--- src/merge_and_insertion_sort_defines.svh ---
// Assertion macros used by the merge and insertion sort top module.
`ifndef MERGE_AND_INSERTION_SORT_DEFINES_SVH
`define MERGE_AND_INSERTION_SORT_DEFINES_SVH

`ifndef ASSERT_OFF

// Condition must hold at every clock edge outside reset.
`define MAIS_ASSERT_ALWAYS(label, clk, rst_n, cond) \
    label: assert property (@(posedge clk) disable iff (!(rst_n)) (cond)) \
        else $error("assertion failed");

// Antecedent in a cycle implies consequent in the same cycle.
`define MAIS_ASSERT_IMPLIES(label, clk, rst_n, ante, cons) \
    label: assert property (@(posedge clk) disable iff (!(rst_n)) (ante) |-> (cons)) \
        else $error("assertion failed");

// Antecedent in a cycle implies consequent in the following cycle.
`define MAIS_ASSERT_NEXT(label, clk, rst_n, ante, cons) \
    label: assert property (@(posedge clk) disable iff (!(rst_n)) (ante) |=> (cons)) \
        else $error("assertion failed");

`else

`define MAIS_ASSERT_ALWAYS(label, clk, rst_n, cond)
`define MAIS_ASSERT_IMPLIES(label, clk, rst_n, ante, cons)
`define MAIS_ASSERT_NEXT(label, clk, rst_n, ante, cons)

`endif

`endif

--- src/mais_pkg.sv ---
// Types and constants shared by the merge and insertion sort modules.
package mais_pkg;

    localparam int DEPTH  = 16;
    localparam int DATA_W = 32;

    typedef enum logic {
        ST_LOAD,
        ST_DRAIN
    } t_state;

    // Broadcast from the controller to every cell of the chain
    typedef struct packed {
        logic                     insert;
        logic                     shift;
        logic signed [DATA_W-1:0] value;
    } t_cell_ctrl;

endpackage

--- src/mais_cell.sv ---
// One compare-and-shift cell of the sorted chain.
module mais_cell (
    input  logic                               i_clk,
    input  logic                               i_rst_n,
    input  mais_pkg::t_cell_ctrl               i_ctrl,
    input  logic                               i_left_gt,
    input  logic                               i_left_valid,
    input  logic signed [mais_pkg::DATA_W-1:0] i_left_value,
    input  logic                               i_right_valid,
    input  logic signed [mais_pkg::DATA_W-1:0] i_right_value,
    output logic                               o_gt,
    output logic                               o_valid,
    output logic signed [mais_pkg::DATA_W-1:0] o_value
);
    import mais_pkg::*;

    logic                     r_valid;
    logic                     n_valid;
    logic signed [DATA_W-1:0] r_value;
    logic signed [DATA_W-1:0] n_value;
    logic                     w_take;

    // Stored value sits strictly above the arriving one: it must move right
    assign o_gt    = r_valid && (r_value > i_ctrl.value);
    assign o_valid = r_valid;
    assign o_value = r_value;

    // Take a new entry if displaced, or if this is the first empty cell
    assign w_take = o_gt || (!r_valid && i_left_valid);

    // Insert shifts larger values right; drain shifts everything left
    always_comb begin
        n_valid = r_valid;
        n_value = r_value;
        if (i_ctrl.shift) begin
            n_valid = i_right_valid;
            n_value = i_right_value;
        end else if (i_ctrl.insert && w_take) begin
            n_valid = 1'b1;
            n_value = i_left_gt ? i_left_value : i_ctrl.value;
        end
    end

    always_ff @(posedge i_clk) begin
        if (!i_rst_n) begin
            r_valid <= 1'b0;
        end else begin
            r_valid <= n_valid;
        end
    end

    always_ff @(posedge i_clk) begin
        r_value <= n_value;
    end

endmodule

--- src/merge_and_insertion_sort.sv ---
// Merge and insertion sort: a chain of 16 compare-and-shift cells and its controller.
//
// Input stream (s_axis): one signed 32-bit value per request, the first list
// then the second; tlast marks the final value of the combined set. Each
// accepted value is written into the sorted chain by the edge that accepts it, so values
// are taken one per cycle while the block is loading. A value arriving with
// all 16 cells full is dropped and the set is marked as overflowed.
// After the request with tlast is accepted, s_axis_tready falls and the
// chain drains: once the state register has entered drain, the head cell is
// loaded into the output register and m_axis_tvalid rises with the smallest
// value; the rest follow one per cycle while m_axis_tready does not stall,
// ascending, with tlast on the final one and tuser set on every result of an
// overflowed set. The chain shifts towards the output register one cell per
// cycle, so a stall on m_axis_tready holds the chain and the output register
// unchanged. Once the last result is loaded into the output register, tready
// rises again and the next set may start.
// Reset (synchronous, active low) empties the chain, clears the overflow
// flag and the output valid flag; no clearing pass is needed.
module merge_and_insertion_sort (
    input  logic        i_clk,
    input  logic        i_rst_n,
    input  logic        s_axis_tvalid,
    output logic        s_axis_tready,
    input  logic [31:0] s_axis_tdata,   // [31:0] value
    input  logic        s_axis_tlast,
    output logic        m_axis_tvalid,
    input  logic        m_axis_tready,
    output logic [31:0] m_axis_tdata,   // [31:0] sorted_value
    output logic        m_axis_tlast,
    output logic [0:0]  m_axis_tuser    // [0] overflow
);
    import mais_pkg::*;

`include "merge_and_insertion_sort_defines.svh"

    t_state                   r_state;
    t_state                   n_state;
    logic                     r_dropped;
    logic                     n_dropped;
    logic                     r_out_valid;
    logic                     n_out_valid;
    logic signed [DATA_W-1:0] r_out_value;
    logic                     r_out_last;
    logic                     r_out_ovf;

    t_cell_ctrl               w_ctrl;
    logic                     w_accept;
    logic                     w_full;
    logic                     w_drain_step;
    logic [DEPTH-1:0]         w_valid;
    logic [DEPTH-1:0]         w_gt;
    logic signed [DATA_W-1:0] w_value [DEPTH];

    assign w_accept     = s_axis_tvalid && s_axis_tready;
    assign w_full       = w_valid[DEPTH-1];
    assign w_drain_step = (r_state == ST_DRAIN) && (!r_out_valid || m_axis_tready);

    // Next state
    always_comb begin
        n_state = r_state;
        unique case (r_state)
            ST_LOAD: begin
                if (w_accept && s_axis_tlast) begin
                    n_state = ST_DRAIN;
                end
            end
            ST_DRAIN: begin
                if (w_drain_step && !w_valid[1]) begin
                    n_state = ST_LOAD;
                end
            end
            default: n_state = ST_LOAD;
        endcase
    end

    // Controller outputs
    always_comb begin
        s_axis_tready = 1'b0;
        w_ctrl.insert = 1'b0;
        w_ctrl.shift  = 1'b0;
        w_ctrl.value  = $signed(s_axis_tdata);
        unique case (r_state)
            ST_LOAD: begin
                s_axis_tready = 1'b1;
                w_ctrl.insert = w_accept && !w_full;
            end
            ST_DRAIN: begin
                w_ctrl.shift = w_drain_step;
            end
            default: begin
                s_axis_tready = 1'b0;
            end
        endcase
    end

    // Chain of cells, cell 0 holds the smallest value
    for (genvar g = 0; g < DEPTH; g++) begin : g_cell
        logic                     w_left_gt;
        logic                     w_left_valid;
        logic signed [DATA_W-1:0] w_left_value;
        logic                     w_right_valid;
        logic signed [DATA_W-1:0] w_right_value;

        if (g == 0) begin : g_head
            assign w_left_gt    = 1'b0;
            assign w_left_valid = 1'b1;
            assign w_left_value = w_ctrl.value;
        end else begin : g_body
            assign w_left_gt    = w_gt[g-1];
            assign w_left_valid = w_valid[g-1];
            assign w_left_value = w_value[g-1];
        end

        if (g == DEPTH - 1) begin : g_tail
            assign w_right_valid = 1'b0;
            assign w_right_value = '0;
        end else begin : g_mid
            assign w_right_valid = w_valid[g+1];
            assign w_right_value = w_value[g+1];
        end

        mais_cell u_cell (
            .i_clk         (i_clk),
            .i_rst_n       (i_rst_n),
            .i_ctrl        (w_ctrl),
            .i_left_gt     (w_left_gt),
            .i_left_valid  (w_left_valid),
            .i_left_value  (w_left_value),
            .i_right_valid (w_right_valid),
            .i_right_value (w_right_value),
            .o_gt          (w_gt[g]),
            .o_valid       (w_valid[g]),
            .o_value       (w_value[g])
        );
    end

    // Overflow flag: set on a dropped request, clear once the set is drained
    always_comb begin
        n_dropped = r_dropped;
        if (w_drain_step && !w_valid[1]) begin
            n_dropped = 1'b0;
        end else if (w_accept && w_full) begin
            n_dropped = 1'b1;
        end
    end

    // Output register valid: load on a drain step, drop when taken
    always_comb begin
        n_out_valid = r_out_valid;
        if (w_drain_step) begin
            n_out_valid = 1'b1;
        end else if (m_axis_tready) begin
            n_out_valid = 1'b0;
        end
    end

    always_ff @(posedge i_clk) begin
        if (!i_rst_n) begin
            r_state     <= ST_LOAD;
            r_dropped   <= 1'b0;
            r_out_valid <= 1'b0;
        end else begin
            r_state     <= n_state;
            r_dropped   <= n_dropped;
            r_out_valid <= n_out_valid;
        end
    end

    // Output payload from the head cell
    always_ff @(posedge i_clk) begin
        if (w_drain_step) begin
            r_out_value <= w_value[0];
            r_out_last  <= !w_valid[1];
            r_out_ovf   <= r_dropped;
        end
    end

    assign m_axis_tvalid   = r_out_valid;
    assign m_axis_tdata    = r_out_value;
    assign m_axis_tlast    = r_out_last;
    assign m_axis_tuser[0] = r_out_ovf;

    // Occupied cells always form a prefix of the chain
    for (genvar a = 1; a < DEPTH; a++) begin : g_chk
        `MAIS_ASSERT_IMPLIES(a_prefix, i_clk, i_rst_n, w_valid[a], w_valid[a-1])
    end

    // A set being drained is never empty at the head
    `MAIS_ASSERT_IMPLIES(a_drain_nonempty, i_clk, i_rst_n, r_state == ST_DRAIN, w_valid[0])

    // An insertion that is not the last of its set grows the occupied prefix by exactly one cell
    `MAIS_ASSERT_NEXT(a_insert_grow, i_clk, i_rst_n, w_ctrl.insert && !s_axis_tlast, $countones(w_valid) == $countones($past(w_valid)) + 1)

endmodule

--- config.mk ---
export PLATFORM = sky130hd
export DESIGN_NAME = merge_and_insertion_sort
export DESIGN_NICKNAME = d
export VERILOG_FILES = /design/src/mais_pkg.sv /design/src/mais_cell.sv /design/src/merge_and_insertion_sort.sv
export VERILOG_INCLUDE_DIRS = /design/src /design/src/src
export SDC_FILE = /design/constraint.sdc
export NUM_CORES = 2
export LEC_CHECK = 0
export ABC_AREA = 1
export ABC_CLOCK_PERIOD_IN_PS = 4950
export CAP_MARGIN = 20
export CELL_PAD_IN_SITES_DETAIL_PLACEMENT = 1
export CELL_PAD_IN_SITES_GLOBAL_PLACEMENT = 1
export CORE_MARGIN = 8
export CORE_UTILIZATION = 40
export DETAILED_ROUTE_END_ITERATION = 6
export DONT_BUFFER_PORTS = 1
export GPL_TIMING_DRIVEN = 0
export PLACE_DENSITY = 0.67
export REMOVE_ABC_BUFFERS = 1
export SETUP_SLACK_MARGIN = 0.05
export SLEW_MARGIN = 20
export SYNTH_ARGS = -nofsm -noshare
export SYNTH_HDL_FRONTEND = slang
export SYNTH_SLANG_ARGS = --single-unit
--- constraint.sdc ---
create_clock -name i_clk -period 4.95 [get_ports i_clk]
set_clock_uncertainty 0.2 [all_clocks]
set_input_delay 0.7425 -clock i_clk [delete_from_list [all_inputs] [get_ports i_clk]]
set_output_delay 0.7425 -clock i_clk [all_outputs]
set_load 0.05 [all_outputs]
==> flow_metrics.tcl <==
set metrics [dict create \
    clock.fmax_mhz 213 \
    clock_latency_ns 0.65 \
    synth_cell_types 37 \
    crit_buf_inv 2 \
    design_area_um2 46500 \
    worst_slack_ns 0.246 \
    ff_latch_area_um2 16500 \
    yosysWarnings 0 \
    grt_pass1_vias 39500 \
    powerDensity_nw_per_um2 396 \
    fp.dieH_um 340 \
    hpwl_mm 108 \
    whs_path_depth 2 \
    htree_levels 3 \
    path_class "primary input to flip-flop" \
    finalMaxSlewViolations 0 \
    dr.pass1.iters 5 \
    crit_arrival_ns 4.89 \
    cts_tree "yes" \
    cp_cell_sequence "inv_2, ha_1, nand2_1, nor2_1, nand4_1, nor3_2, nand2_1, nand2_1, nand2_2, nand3_4, o21ai_0, nand2_1, nand2_2, buf_16" \
    required_ns 5.13 \
    r2r-start "g_cell[6].u_cell.o_value[31]" \
    grt_pass1_wl_mm 232 \
    wire_per_inst_um 22.4 \
    slew_headroom_pct 32.6 \
    remaining_drc_errors 0 \
    areaGrowthSynthToFinish_pct 11.0 \
    vias 38200 \
    hold_end "m_axis_tvalid" \
    pin_count 73 \
    die_w_um 340 \
    drtIter0Drc 2557 \
    finalHoldViolCount 0 \
    syn_avg_cell_area_um2 7.76 \
    hold_start "i_rst_n" \
    syn_inst 5400 \
    cp_common_cell "nand2_1" \
    multi_input_area_um2 22500 \
    setup_viol 0 \
    syn_area_um2 41900 \
    postCtsHoldBufs 0 \
    root_buffer "clkbuf_16" \
    synth-seq-cells 565 \
    worstRegToRegCells 13 \
    fp-row-count 118 \
    regToRegEndpoint "g_cell[6].u_cell.o_value[26]" \
    fin_hold_ws_ns 0.0659 \
    clockBufferDepth 3 \
    vdd_drop_max_v 0.000266 \
    wl_mm 149 \
    crit_path_max_fanout 34 \
    crit_path_end_kind "flip-flop" \
    cts_sinks 565 \
    ant_nets 0 \
    start_util_pct 40.4 \
    cts_buffers 74 \
    die-area_um2 115000 \
    r2r_slack_ns 0.38 \
    vias_per_cell 5.74 \
    crit_slowest_cell "inv_2" \
    overflow 0 \
    grt_usage_pct 24.9 \
    diodes 0 \
    cp_top_family "simple AND/OR/NAND/NOR gates" \
    place_congestion 0.816 \
    worst_pin_slew_ns 1.01 \
    period_share_pct 95.0 \
    layout.nets 5741 \
    n_fill_cell 12500 \
    portBuffers 0 \
    cp-start-kind "primary input" \
    outcome "complete, no violations" \
    grt_max_degree 131 \
    antenna_found_initial 0 \
    rsz0062_at_grt "false" \
    clkTransAtPathRegs_ns 0.05 \
    drive_above_1_share_pct 5.15 \
    core-area_um2 104000 \
    fin_crit_ns 4.70 \
    p_leak_nw 21.5 \
    hold_path_class "primary input to flip-flop" \
    placed_cell_area_um2 44000 \
    maxCapViolCount 0 \
    dp_slack_ns -1.47 \
    cpPeakStageDelay_ns 0.57 \
    yosysSeqAreaShare_pct 39.3 \
]
[placed cells by master (no fill, tap or decap), types with 6 or more instances in the layout]
| master | n |
|---|---|
| inv_2 | 32 |
| clkinv_1 | 7 |
| a31oi_1 | 7 |
| nand3b_1 | 32 |
| nor3_1 | 17 |
| buf_12 | 18 |
| nor2_1 | 248 |
| edfxtp_1 | 514 |
| clkbuf_16 | 78 |
| nor2_4 | 7 |
| o21a_1 | 19 |
| o21ai_0 | 154 |
| and3_1 | 7 |
| nand4_1 | 401 |
| o211ai_1 | 36 |
| nand2_1 | 1737 |
| o21bai_1 | 63 |
| inv_1 | 495 |
| nand2_2 | 24 |
| clkbuf_1 | 28 |
| nand3_2 | 15 |
| nand3_1 | 422 |
| clkbuf_8 | 7 |
| o21ai_1 | 20 |
| nand3_4 | 16 |
| clkinv_2 | 6 |
| a21oi_1 | 258 |
| ha_1 | 480 |
| dfxtp_1 | 50 |
| buf_16 | 36 |
[logic make-up (layout without fill, tap and decap cells)]
group                    after synthesis  count (layout)  synth area share [%]
flip-flops                           565             565                  39.3
AO/OA/AOI/OAI                        568             568                  7.55
buffers and inverters                846             721                  7.98
AND/OR/NAND/NOR                     2941            2947                  30.9
adder cells (fa/ha/maj)              480             480                  14.3
[sequential cells by signal, summed over array words and instances, names as in the netlist]
name                   flops
g_cell.u_cell.o_valid     16
m_axis_tlast               1
g_cell.u_cell.o_value    512
m_axis_tuser               1
m_axis_tvalid              1
r_state                    1
r_dropped                  1
m_axis_tdata              32
[per-layer routing]
metal  wire [um]  part of all wire (%)  GRT usage, %  up-vias
met3        6340                   4.2          2.91      252
met1       66900                    45          32.8    19000
met5           0                     0             0        -
met2       71700                    48          42.8      795
li1            -                     -             -    18100
met4        4130                   2.8          7.34        0
[how the worst max path moves through the flow]
stage                           startpoint  slack (ns)                       endpoint  cells past startpoint
after floorplan              m_axis_tready      -18.98                m_axis_tdata[0]                      4
after global placement       m_axis_tready      -47.30  g_cell[11].u_cell.o_value[17]                      6
after detailed placement  s_axis_tdata[31]       -1.47  g_cell[10].u_cell.o_value[27]                     14
after CTS                  s_axis_tdata[7]        0.09   g_cell[3].u_cell.o_value[24]                     16
after global routing       s_axis_tdata[7]        0.10   g_cell[3].u_cell.o_value[24]                     15
final                     s_axis_tdata[29]        0.25  g_cell[10].u_cell.o_value[27]                     14
[where the power goes]
| group | internal (W) | leakage [nW] | switching, W |
|---|---|---|---|
| clock network | 0.00320 | 1.14 | 0.00226 |
| logic | 0.00185 | 15.1 | 0.00396 |
| registers | 0.00638 | 5.25 | 0.000753 |
[layout make-up]
type / instances / area share (%)
flip-flops and latches: 565 / 35.4
multi-input cells: 3995 / 48.5
inverters: 529 / 4.29
well taps: 1380 / 3.71
repair buffers: 59 / 3.04
clock buffers: 113 / 4.63
clock inverters: 20 / 0.447
[synth_stat cells]
cell | n | share of area, %
a21o_1 | 5 | 0.090
a21oi_1 | 263 | 3.1
a31oi_1 | 7 | 0.10
a41oi_1 | 1 | 0.021
and3_1 | 7 | 0.10
buf_1 | 58 | 0.52
buf_2 | 71 | 0.85
buf_4 | 2 | 0.036
buf_6 | 9 | 0.24
clkbuf_1 | 175 | 1.6
clkbuf_2 | 2 | 0.024
dfxtp_1 | 51 | 2.4
edfxtp_1 | 514 | 37
ha_1 | 480 | 14
inv_1 | 527 | 4.7
inv_2 | 2 | 0.018
nand2_1 | 1762 | 16
nand2_2 | 2 | 0.030
nand3_1 | 436 | 5.2
nand3_2 | 9 | 0.22
nand3_4 | 2 | 0.084
nand3b_1 | 32 | 0.57
nand4_1 | 401 | 6.0
nor2_1 | 254 | 2.3
nor2_2 | 2 | 0.030
nor2_4 | 1 | 0.027
nor3_1 | 18 | 0.22
nor3_2 | 2 | 0.048
nor3b_1 | 3 | 0.054
nor4_1 | 5 | 0.075
nor4_2 | 4 | 0.12
nor4b_1 | 1 | 0.021
o211ai_1 | 36 | 0.65
o21a_1 | 19 | 0.34
o21ai_0 | 154 | 1.8
o21ai_1 | 20 | 0.24
o21bai_1 | 63 | 1.1
[metrics by stage]
| step | setup TNS (ns) | utilization [%] | std cells | total power, W |
|---|---|---|---|---|
| after global routing | 0 | 44.9 | 6661 | 0.0194 |
| after CTS | 0 | 44.8 | 6657 | 0.0185 |
| final | 0 | 44.9 | 6661 | 0.0184 |
| after floorplan | - | - | 5083 | 0.0108 |
| after detailed placement | -274.26 | 42.4 | 6521 | 0.0129 |
| after global placement | - | 40.8 | 6463 | 0.0128 |
[timing repair]
action / CTS / global route
resized for setup: 7 / 8
endpoints found under the setup margin: 132 / 192
cloned: 2 / 4
pin swaps: 2 / 4
setup buffers: 1 / 0
(Power assumes the default switching activity.)
